<file path="src/les_pkg.sv">
package les_pkg;

  // LED matrix geometry
  localparam int LedCount = 14;
  localparam int DayCount = LedCount / 2;
  localparam int PhaseWidthDefault = 32;

  // command codes
  localparam logic [1:0] OP_TICK = 2'd0;
  localparam logic [1:0] OP_LIVE = 2'd1;
  localparam logic [1:0] OP_IDLE = 2'd2;

  // effect modes
  localparam logic [2:0] M_OFF      = 3'd0;
  localparam logic [2:0] M_BREATHE  = 3'd1;
  localparam logic [2:0] M_BLINK    = 3'd2;
  localparam logic [2:0] M_MASKED   = 3'd3;
  localparam logic [2:0] M_PROGRESS = 3'd4;
  localparam logic [2:0] M_FIREWORK = 3'd5;

  localparam logic [6:0] MAX_LEVEL     = 7'd127;
  localparam logic [4:0] FADE_TICKS    = 5'd25;
  localparam logic [4:0] BLINK_PERIOD  = 5'd24;
  localparam logic [4:0] BLINK_HALF    = 5'd12;
  localparam logic [8:0] PROGRESS_STEP = 9'd50;
  localparam logic [2:0] LAST_COLUMN   = 3'd6;

  // ms to 20 ms ticks: (ms >> 2) / 5 by reciprocal multiply
  localparam logic [15:0] RECIP_FIVE = 16'd52429;

  // fade-in level 127*k/25 for k = 0..24
  localparam logic [6:0] FADE_LUT [25] = '{
    7'd0, 7'd5, 7'd10, 7'd15, 7'd20, 7'd25, 7'd30, 7'd35, 7'd40, 7'd45,
    7'd50, 7'd55, 7'd60, 7'd66, 7'd71, 7'd76, 7'd81, 7'd86, 7'd91, 7'd96,
    7'd101, 7'd106, 7'd111, 7'd116, 7'd121
  };

  typedef struct packed {
    logic [LedCount-1:0] red;
    logic [LedCount-1:0] green;
    logic [LedCount-1:0] blink;
    logic [2:0]          days;
    logic [3:0]          center;
    logic                implode;
  } params_t;

  // map red/green LED masks onto the eight driver nibbles
  function automatic logic [31:0] show(input logic [LedCount-1:0] red,
                                       input logic [LedCount-1:0] green);
    logic [31:0] n;
    n = '0;
    for (int i = 0; i < LedCount; i++) begin
      if (red[i]) n[4 * ((((i >> 1) & 1) * 2) + (i & 1)) + (i >> 2)] = 1'b1;
      if (green[i]) n[4 * ((((i >> 1) & 1) * 2) + (i & 1) + 4) + (i >> 2)] = 1'b1;
    end
    return n;
  endfunction

endpackage

</file>
<file path="src/led_effect_sequencer_core.sv">
// LED effect sequencer core for a 14-LED red/green matrix.
// Input channel: in_valid / in_stall carries one beat per command or tick.
//   op selects tick, set live effect or set idle effect; the other fields
//   hold the effect mode, its masks and parameters, and the duration in ms.
// Output channel: out_valid / out_stall carries one beat per tick with the
//   eight driver nibbles, the brightness and the effect-done flag. Commands
//   give no output beat.
// Path: a tick beat goes through the input register, then the result
//   register; a stall on the output can hold it between the two.
// Throughput: one beat per cycle while the output is not stalled; the
//   whole tick update, including any mode reset and expiry, is done
//   combinationally between the input register and the result register.
// Stall: while out_stall holds a result, the input register keeps its beat
//   and in_stall rises once it is full; nothing is lost or repeated.
// Reset: rst clears the valid flags of both registers and puts the
//   sequencer into the off effect, reset pending, brightness 127, LEDs dark.
module led_effect_sequencer_core
  import les_pkg::*;
#(
  parameter int PHASE_WIDTH = PhaseWidthDefault
) (
  input  logic                clk,
  input  logic                rst,
  input  logic                in_valid,
  output logic                in_stall,
  input  logic [1:0]          op,
  input  logic [2:0]          mode,
  input  logic [LedCount-1:0] red_leds,
  input  logic [LedCount-1:0] green_leds,
  input  logic [LedCount-1:0] blink_leds,
  input  logic [2:0]          progress_days,
  input  logic [3:0]          center_led,
  input  logic                implode,
  input  logic [19:0]         duration,
  output logic                out_valid,
  input  logic                out_stall,
  output logic [3:0]          red_even_pm,
  output logic [3:0]          red_even_am,
  output logic [3:0]          red_odd_pm,
  output logic [3:0]          red_odd_am,
  output logic [3:0]          green_even_pm,
  output logic [3:0]          green_even_am,
  output logic [3:0]          green_odd_pm,
  output logic [3:0]          green_odd_am,
  output logic [6:0]          brightness,
  output logic                effect_done
);

  typedef struct packed {
    logic [2:0]             live_mode;
    params_t                live_par;
    logic [19:0]            live_dur;
    logic [15:0]            live_ticks;
    logic [2:0]             idle_mode;
    params_t                idle_par;
    logic                   pending;
    logic [2:0]             prev_mode;
    logic                   rising;
    logic [PHASE_WIDTH-1:0] phase;
    logic [1:0]             sub3;
    logic [7:0]             ring;
    logic [4:0]             b24;
    logic [15:0]            dticks;
    logic [15:0]            elapsed;
    logic [4:0]             fade;
    logic [6:0]             bright;
    logic [31:0]            nib;
  } state_t;

  // mode reset, applied on the first tick after a change
  function automatic state_t do_reset(input state_t s);
    state_t r;
    r = s;
    r.pending = 1'b0;
    r.elapsed = '0;
    r.dticks  = s.live_ticks;
    if (!(s.live_mode == M_PROGRESS && s.prev_mode == M_PROGRESS)) begin
      r.phase = '0;
      r.sub3  = '0;
      r.ring  = '0;
      r.b24   = '0;
    end
    if (s.fade != FADE_TICKS) r.fade = '0;
    case (s.live_mode) inside
      M_OFF: begin
        r.nib    = '0;
        r.bright = '0;
      end
      M_BREATHE: begin
        r.rising = 1'b1;
        r.nib    = show(s.live_par.red, s.live_par.green);
      end
      M_BLINK, M_MASKED, M_FIREWORK: begin
        r.bright = MAX_LEVEL;
        r.nib    = show(s.live_par.red, s.live_par.green);
      end
      M_PROGRESS: r.bright = MAX_LEVEL;
      default: ;
    endcase
    r.prev_mode = s.live_mode;
    return r;
  endfunction

  // phase step with the mod-24 and ring side counters kept in line
  function automatic state_t inc_phase(input state_t s);
    state_t r;
    r = s;
    if (&s.phase) begin
      r.phase = '0;
      r.sub3  = '0;
      r.ring  = '0;
      r.b24   = '0;
    end else begin
      r.phase = s.phase + 1'b1;
      r.b24   = (s.b24 == BLINK_PERIOD - 5'd1) ? 5'd0 : s.b24 + 5'd1;
      if (s.sub3 == 2'd2) begin
        r.sub3 = 2'd0;
        r.ring = s.ring + 8'd1;
      end else begin
        r.sub3 = s.sub3 + 2'd1;
      end
    end
    return r;
  endfunction

  state_t st, st_next;

  // input register
  logic       s1_valid;
  logic [1:0] s1_op;
  logic [2:0] s1_mode;
  params_t    s1_par;
  logic [19:0] s1_dur;
  logic       advance;

  assign advance  = s1_valid && (!out_valid || !out_stall);
  assign in_stall = s1_valid && !advance;

  always_ff @(posedge clk) begin
    if (rst) begin
      s1_valid <= 1'b0;
    end else if (!in_stall) begin
      s1_valid <= in_valid;
    end
    if (!in_stall) begin
      s1_op   <= op;
      s1_mode <= mode;
      s1_par  <= '{red: red_leds, green: green_leds, blink: blink_leds,
                   days: progress_days, center: center_led, implode: implode};
      s1_dur  <= duration;
    end
  end

  // duration in ticks for a live command
  logic [33:0] tick_prod;
  logic [15:0] s1_ticks;
  assign tick_prod = s1_dur[19:2] * RECIP_FIVE;
  assign s1_ticks  = tick_prod[33:18];

  // firework, progress, blink and fade helpers
  logic [2:0] fw_ccol;
  logic [3:0] fw_mc;
  logic [7:0] fw_x;
  logic [LedCount-1:0] fw_mask;
  logic [DayCount*2-1:0] pg_mask;
  logic [8:0] pg_target;
  logic       blink_lit;
  logic [LedCount-1:0] bl_red, bl_green;
  logic       tick_done;
  logic [4:0] fade_k;

  // sequencer update for the beat in the input register
  always_comb begin
    st_next   = st;
    tick_done = 1'b0;
    fw_ccol   = '0;
    fw_mc     = '0;
    fw_x      = '0;
    fw_mask   = '0;
    pg_mask   = '0;
    pg_target = '0;
    blink_lit = 1'b0;
    bl_red    = '0;
    bl_green  = '0;
    fade_k    = '0;
    if (advance) begin
      case (s1_op)
        OP_LIVE: begin
          if (!(st.live_mode == s1_mode && st.live_par == s1_par &&
                st.live_dur == s1_dur)) begin
            st_next.live_mode  = s1_mode;
            st_next.live_par   = s1_par;
            st_next.live_dur   = s1_dur;
            st_next.live_ticks = s1_ticks;
            st_next.pending    = 1'b1;
          end
        end
        OP_IDLE: begin
          if (st.idle_mode != s1_mode || st.idle_par != s1_par) begin
            st_next.idle_mode = s1_mode;
            st_next.idle_par  = s1_par;
            if (st.live_dur == '0 &&
                !(st.live_mode == s1_mode && st.live_par == s1_par)) begin
              st_next.live_mode  = s1_mode;
              st_next.live_par   = s1_par;
              st_next.live_ticks = '0;
              st_next.pending    = 1'b1;
            end
          end
        end
        OP_TICK: begin
          if (st_next.pending) st_next = do_reset(st_next);
          // duration countdown and expiry
          if (st_next.dticks != '0) begin
            st_next.elapsed = st_next.elapsed + 16'd1;
            if (st_next.elapsed >= st_next.dticks) begin
              if (!(st_next.live_mode == st_next.idle_mode &&
                    st_next.live_par == st_next.idle_par &&
                    st_next.live_dur == '0)) begin
                st_next.live_mode  = st_next.idle_mode;
                st_next.live_par   = st_next.idle_par;
                st_next.live_dur   = '0;
                st_next.live_ticks = '0;
                st_next.pending    = 1'b1;
              end
              tick_done = 1'b1;
              if (st_next.idle_mode != M_OFF && st_next.idle_mode != M_BREATHE)
                st_next.fade = FADE_TICKS;
              if (st_next.pending) st_next = do_reset(st_next);
            end
          end
          // animation step
          case (st_next.live_mode) inside
            M_BREATHE: begin
              if (st_next.phase >= PHASE_WIDTH'(MAX_LEVEL)) st_next.rising = 1'b0;
              else if (st_next.phase == '0) st_next.rising = 1'b1;
              st_next.phase  = st_next.rising ? st_next.phase + 1'b1
                                              : st_next.phase - 1'b1;
              st_next.bright = st_next.phase[6:0];
            end
            M_BLINK, M_MASKED: begin
              if (st_next.b24 == '0 || st_next.b24 == BLINK_HALF) begin
                blink_lit = (st_next.b24 == '0);
                bl_red    = st_next.live_par.red;
                bl_green  = st_next.live_par.green;
                if (!blink_lit) begin
                  if (st_next.live_mode == M_BLINK) begin
                    bl_red   = '0;
                    bl_green = '0;
                  end else begin
                    bl_red   = bl_red & ~st_next.live_par.blink;
                    bl_green = bl_green & ~st_next.live_par.blink;
                  end
                end
                st_next.nib = show(bl_red, bl_green);
              end
              st_next = inc_phase(st_next);
            end
            M_PROGRESS: begin
              pg_target = st_next.live_par.days * PROGRESS_STEP;
              if (st_next.phase < PHASE_WIDTH'(pg_target))
                st_next.phase = st_next.phase + 1'b1;
              else if (st_next.phase > PHASE_WIDTH'(pg_target))
                st_next.phase = st_next.phase - 1'b1;
              for (int c = 0; c < DayCount; c++) begin
                if (st_next.phase > PHASE_WIDTH'(c * 50)) pg_mask[2*c +: 2] = 2'b11;
              end
              st_next.nib = show(pg_mask & st_next.live_par.red,
                                 pg_mask & st_next.live_par.green);
            end
            M_FIREWORK: begin
              fw_ccol = st_next.live_par.center[3:1];
              fw_mc   = (fw_ccol > LAST_COLUMN - fw_ccol) ? {1'b0, fw_ccol}
                        : {1'b0, LAST_COLUMN - fw_ccol};
              fw_x    = st_next.live_par.implode
                        ? (8'(fw_mc) + 8'd1 - st_next.ring) : st_next.ring;
              if (!fw_x[7]) begin
                for (int i = 0; i < LedCount; i++) begin
                  if ((((3'(i >> 1) >= fw_ccol) ? 4'(3'(i >> 1) - fw_ccol)
                                                : 4'(fw_ccol - 3'(i >> 1)))
                       + 4'(1'(i & 1) ^ st_next.live_par.center[0]))
                      == fw_x[3:0] && fw_x[6:4] == '0)
                    fw_mask[i] = 1'b1;
                end
              end
              st_next.nib = show(fw_mask & st_next.live_par.red,
                                 fw_mask & st_next.live_par.green);
              st_next = inc_phase(st_next);
            end
            default: ;
          endcase
          // fade-in after expiry
          if (st_next.fade != '0) begin
            fade_k         = FADE_TICKS - st_next.fade;
            st_next.bright = FADE_LUT[fade_k];
            st_next.fade   = st_next.fade - 5'd1;
          end
        end
        default: ;
      endcase
    end
  end

  // sequencer state
  always_ff @(posedge clk) begin
    if (rst) begin
      st <= '{live_mode: M_OFF, live_par: '0, live_dur: '0, live_ticks: '0,
              idle_mode: M_OFF, idle_par: '0, pending: 1'b1, prev_mode: M_OFF,
              rising: 1'b1, phase: '0, sub3: '0, ring: '0, b24: '0,
              dticks: '0, elapsed: '0, fade: '0, bright: MAX_LEVEL, nib: '0};
    end else begin
      st <= st_next;
    end
  end

  // result register
  always_ff @(posedge clk) begin
    if (rst) begin
      out_valid <= 1'b0;
    end else if (advance && s1_op == OP_TICK) begin
      out_valid <= 1'b1;
    end else if (!out_stall) begin
      out_valid <= 1'b0;
    end
    if (advance && s1_op == OP_TICK) begin
      red_even_pm   <= st_next.nib[3:0];
      red_even_am   <= st_next.nib[7:4];
      red_odd_pm    <= st_next.nib[11:8];
      red_odd_am    <= st_next.nib[15:12];
      green_even_pm <= st_next.nib[19:16];
      green_even_am <= st_next.nib[23:20];
      green_odd_pm  <= st_next.nib[27:24];
      green_odd_am  <= st_next.nib[31:28];
      brightness    <= st_next.bright;
      effect_done   <= tick_done;
    end
  end

  // checks
  a_fade_range: assert property (@(posedge clk) disable iff (rst)
    st.fade <= FADE_TICKS)
    else $error("fade counter out of range");

  a_side_counters: assert property (@(posedge clk) disable iff (rst)
    st.sub3 != 2'd3 && st.b24 < BLINK_PERIOD)
    else $error("phase side counters out of range");

  a_stall_full: assert property (@(posedge clk) disable iff (rst)
    in_stall |-> s1_valid && out_valid)
    else $error("input stalled with room downstream");

endmodule

</file>
<file path="config.mk">
export PLATFORM = sky130hd
export DESIGN_NAME = led_effect_sequencer_core
export DESIGN_NICKNAME = d
export VERILOG_FILES = /design/src/les_pkg.sv /design/src/led_effect_sequencer_core.sv
export SDC_FILE = /design/constraint.sdc
export NUM_CORES = 2
export LEC_CHECK = 0
export ABC_CLOCK_PERIOD_IN_PS = 17950
export BUFFER_PORTS_ARGS = -buffer_cell sky130_fd_sc_hd__buf_4
export CORE_ASPECT_RATIO = 1.5
export CORE_MARGIN = 8
export CORE_UTILIZATION = 39
export CTS_BUF_LIST = sky130_fd_sc_hd__clkbuf_8
export DETAILED_ROUTE_END_ITERATION = 7
export GPL_TIMING_DRIVEN = 0
export PLACE_DENSITY = 0.65
export RECOVER_POWER = 50
export SETUP_SLACK_MARGIN = 0.05
export SYNTH_ARGS = -nofsm -noshare
export SYNTH_HDL_FRONTEND = slang
export SYNTH_SLANG_ARGS = --single-unit
export TNS_END_PERCENT = 1
</file>
<file path="constraint.sdc">
create_clock -name clk -period 17.95 [get_ports clk]
set_input_delay 2.6925 -clock clk [delete_from_list [all_inputs] [get_ports clk]]
set_output_delay 2.6925 -clock clk [all_outputs]
set_load 0.02 [all_outputs]
</file>
; After elaboration in Yosys (flattened, before gate mapping)
; Memories as Yosys holds them, arrays and structs flattened.
; Cells that the tools add are included.
[word_totals]
regBits = 387
latch_bits = 0
ramBits = 0
mem_bits_ro = 224
in_bits = 79
output_inout_bits = 42
wordCells = 549
memories = 1
[mem_list]
columns = memory, words, word_bits, read_ports, rd_ports_with_merged_regs, wr, line_no
row1 = (no name shown), 32, 7, 1, 0, 0, led_effect_sequencer_core.sv:295  ; st_next.bright = FADE_LUT[fade_k];
[op_classes]
add_sub_neg = 38
multipliers = 2
n_div = 0
order_cmp = 20
n_eq_ne = 50
shift = 0
muxes = 325
n_bitwise = 9
reduce_logical = 55
[op_table]
columns = operator, count
row1 = 270-bit 2-to-1 mux, 6
row2 = 32-bit 2-to-1 mux, 23
row3 = 89-bit 2-to-1 mux, 6
row4 = 52-bit 2-to-1 mux, 6
row5 = 14-bit 2-to-1 mux, 21
row6 = 127-bit 2-to-1 mux, 2
row7 = 1-bit 2-to-1 mux, 174
row8 = 53-bit one-hot mux with 3 select lines, 1
row9 = 47-bit 2-to-1 mux, 3
row10 = 53-bit 2-to-1 mux, 2
row11 = 53-bit one-hot mux with 2 select lines, 1
row12 = 50-bit == test, 2
row13 = "32-bit by 8-bit > comparator with 1-bit output, second input constant", 3
row14 = 2-bit 2-to-1 mux, 43
row15 = 14-bit AND, 6
row16 = 39-bit 2-to-1 mux, 2
row17 = 7-bit 2-to-1 mux, 11
row18 = 70-bit 2-to-1 mux, 1
row19 = 4-bit by 1-bit adder with 4-bit output, 14
row20 = 4-bit == test, 14
row21 = 50-bit inequality test, 1
row22 = 16-bit one-hot mux with 3 select lines, 1
row23 = 20-bit logical NOT, 2
row24 = 5-bit 2-to-1 mux, 8
row25 = other kinds (73), 146

; Longest topological paths before layout
[depth]
depth_word = 50
depth_mapped = 42
depth_no_buf = 38

; Worst setup path before layout
; OpenSTA, ideal clock, no wires.
[synth_path]
kind = reg-to-reg
startpoint = reg st[127] (netlist name)
endpoint = reg st[12] (netlist name)
t_arrival_ns = 8.772
t_required_ns = 17.891
slack_ns = 9.118
stages_incl_launch_ff = 39
n_path_buf = 4
synth_period_minus_slack_ns = 8.832
path_cell_list = dfxtp_1 > buf_2 > buf_1 > clkbuf_1 > nor2b_1 > ha_1 > nand3_1 > nor2_1 > and4_1 > nand4_1 > or2_2 > xor2_1 > nor2_1 > ha_1 > a21oi_1 > nand3_1 > o21a_1 > a311o_1 > [3 not listed] > clkinv_1 > ha_1 > ha_1 > xor2_1 > o221ai_1 > o21ai_0 > ha_1 > inv_1 > ha_1 > fa_1 > xnor2_1 > mux2i_2 > xnor2_1 > xor2_1 > or4_1 > and3_1 > a211oi_1 > and2_1
[synth_lines]
columns = element, line_no
row1 = "start, declared", led_effect_sequencer_core.sv:126  ; state_t st, st_next;
row2 = "start signal, assigned", led_effect_sequencer_core.sv:307  ; st <= '{live_mode: M_OFF, live_par: '0, live_dur: '0, live_ticks: '0,
row3 = "start signal, assigned", led_effect_sequencer_core.sv:312  ; st <= st_next;

==> metrics.md <==
| Metric | Value |
|---|---|
| Fin crit share | `74.7%` |
| Root Buffer | `clkbuf_8` |
| Critical path class | `reg -> reg` |
| Initial antenna violation count | `6` |
| Synth Cell Area | `0.0308 mm²` |
| Core box area | `0.0785 mm²` |
| Post-synthesis adder-cell area fraction | `15.3%` |
| Syn-to-layout area delta | `11.5%` |
| DR DRC count | `0` |
| Vias in the first global route | `29.8k` |
| Multi-input gate area | `0.0202 mm²` |
| CTS resizes | `0` |
| CP endpoint kind | `register` |
| Die Y | `360 µm` |
| Failing checks | `capacitance limit, slew limit` |
| Leading area contributor after synthesis | `dfxtp_1` |
| Routed len/inst | `26.9 µm` |
| Post-Synth XOR/XNOR Area | `8.35%` |
| First-pass GRT wire length | `194 mm` |
| CTS Buf Count | `67` |
| Area share of the largest cell type after synthesis | `17.7%` |
| Gate Count Post-Synth | `3671` |
| Power after layout | `4.95 mW` |
| Leak | `13.6 nW` |
| PwrDens | `144 mW/mm²` |
| Post-synthesis mux area share | `4.25%` |
| Synth warn | `0` |
| Compound-cell area share of the yosys netlist | `18.5%` |
| Post-synth EDFFs | `115` |
| Largest net degree at the start of global routing | `65` |
| Synth top area cells | `dfxtp_1 (18%), edfxtp_1 (11%), ha_1 (8.7%)` |
| Max FO, Critical Path | `13` |
| ANT nets after route | `0` |
| Die area | `0.0884 mm²` |
| Via density | `6.04` |
| Seq cells post-synth | `387` |
| Worst EP arrival | `13.85 ns` |
| Die Wd | `245 µm` |
| Initial Util | `39.2%` |
| Vias post-DR | `29.9k` |
| # setup viols final | `0` |
| Number of fill cells | `8048` |
| Post-synth cell types | `91` |
| CTS tree | `done` |
| Clk slew on worst S/H paths | `0.06 ns` |
| Synth top cells by count | `nor2_1 (397), dfxtp_1 (272), nand2_1 (238)` |
| Total track usage | `29.2%` |
| Pins over their slew limit | `96` |
| Routed WL | `133 mm` |
| Fmax | `74.6 MHz` |
| Worst Max-Slew Pin Slew | `3.29 ns` |
| Sequential area share after synthesis | `28.9%` |
| Switching part of the total | `51.2%` |
| Asr flop ratio synth | `0%` |
| Mean Syn Cell Area | `8.38 µm²` |
| Clk sink count | `387` |
| Switching power | `2.54 mW` |
| WHS | `0.468 ns` |
| Max-Cap Viols | `3` |
| Register area | `0.00890 mm²` |
| Main combinational cell family by area after synthesis | `simple AND/OR/NAND/NOR gates` |
| Final nets | `4253` |
| # hold bufs at CTS | `0` |
| Worst path bufs/invs | `6` |
| Syn_nets | `4061` |
| Final GP Congestion | `1.05` |
| Portion of total power attributed to sequential cells | `20.1%` |
| Slowest CP cell | `mux2i_1` |
| Drt initial violations | `2970` |
| Worst clock skew | `0.0510 ns` |
| Peak supply drop | `0.000104 V` |
| Internal power | `2.42 mW` |
| I/O Pins | `121` |
| Post-route setup TNS | `0 ns` |
| Crit path required time | `18.39 ns` |
| GRT overflow | `0` |
| Simple-Gate Fraction of Synth Area | `19.2%` |
| Top-count cell post-synth | `nor2_1` |
| Most used cell, CP | `ha_1` |
| FP Rows | `126` |
| Drt first pass iters | `8` |
| Min-delay worst type | `reg -> reg` |
| RSZ-0062 raised after global routing | `false` |
| Run status | `finished with violations` |
| Final Util | `43.7%` |
| CP delay by family, top | `simple AND/OR/NAND/NOR gates` |
| CP peak stage delay | `1.15 ns` |
| Comb power frac | `61.5%` |
| Share of cells above drive strength 1 | `6.31%` |
| Clock Latency Late Sink | `0.73 ns` |
| Tmin final | `13.40 ns` |
| Final count of hold timing violations | `0` |
| Clock power share | `18.4%` |
| Post-CTS setup buffers | `0` |
| Buffers on Ports | `120` |
| Synth Flop Type | `dfxtp_1` |
| Slew Limit Headroom | `-120%` |
| Bufs on Longest Clock Path | `3` |
| H-tree depth | `3` |
| Crit path launch type | `register` |
| DP Wirelength | `105 mm` |
[per-layer routing]
metal,routed length (µm),up-vias,part of all wire (%),global-route usage [%]
li1,-,13595,-,-
met3,9370,574,7.0,4.97
met2,62900,1565,47,49.2
met1,46900,14152,35,31.2
met4,13900,0,10,25.9
met5,0,-,0,0
[registers in the layout (all words and copies together) (netlist names), 7 cells and up]
name        flops
s1_dur         20
s1_par         50
st            270
brightness      7
[area by class of cell]
cell class,count,share of cell area (%)
multi-input cells,2833,58.8
flip-flops and latches,387,25.9
well taps,1024,3.73
clock buffers,80,3.21
plain buffers,236,2.61
inverters,215,2.35
repair buffers,123,2.26
clock inverters,43,1.04
diodes,4,0.0292
[through the flow]
step | instance area, µm² | setup slack (ns) | std cells
CTS | 34500 | 5.00 | 4941
detailed placement | 33000 | 5.03 | 4818
global placement | 33000 | 5.12 | 4815
global route | 34300 | 4.10 | 4942
finish | 34300 | 4.55 | 4945
floorplan | 30800 | 9.12 | 3671
[worst min-delay path, stage by stage (launching register included)]
cell,delay [ns]
dfxtp_1,0.31
nand2_1,0.05
o21ai_0,0.06
[kinds of logic (layout without fill, tap and decap cells)]
kind of cell	Yosys count	in the layout
XOR/XNOR	292	292
AO/OA/AOI/OAI	868	868
buffers and inverters	451	697
adder cells (fa/ha/maj)	322	322
other	0	4
multiplexers	127	127
flip-flops	387	387
AND/OR/NAND/NOR	1224	1224
[cell usage in the layout (no fill, tap or decap), types with 42 or more instances in the layout]
| cell | count |
|---|---|
| fa_1 | 96 |
| mux2i_1 | 101 |
| nor3_1 | 87 |
| ha_1 | 215 |
| nand4_1 | 59 |
| a211oi_1 | 42 |
| xor2_1 | 122 |
| o21ai_0 | 163 |
| nor4_1 | 60 |
| nand2_1 | 238 |
| dfxtp_1 | 272 |
| clkbuf_4 | 75 |
| edfxtp_1 | 115 |
| a21oi_1 | 215 |
| clkbuf_1 | 254 |
| nor2_1 | 397 |
| nand2b_1 | 95 |
| clkbuf_8 | 80 |
| nand3_1 | 136 |
| inv_1 | 229 |
| xnor2_1 | 169 |
| a31oi_1 | 64 |
| a22oi_1 | 95 |
[power groups by stage]
stage	Sequential (mW)	Combinational, mW	Clock (mW)
finish	0.997	3.04	0.912
global route	0.999	3.27	0.953
detailed placement	1.01	2.97	0
floorplan	0.991	1.99	0
global placement	1.01	2.94	0
CTS	0.994	2.99	0.919
[final timing paths]
kind | start | endpoint | slack, ns | cells past startpoint
setup / recovery | st[127]$_SDFFE_PP1P_ | red_even_am[0]$_DFFE_PP_ | 4.55 | 36
hold / removal | st[194]$_SDFFE_PP0P_ | st[194]$_SDFFE_PP0P_ | 0.47 | 2
setup reg to reg | st[127]$_SDFFE_PP1P_ | red_even_am[0]$_DFFE_PP_ | 4.55 | 36
hold reg to reg | st[194]$_SDFFE_PP0P_ | st[194]$_SDFFE_PP0P_ | 0.47 | 2
Note: power is estimated with default switching activity, not from simulation.
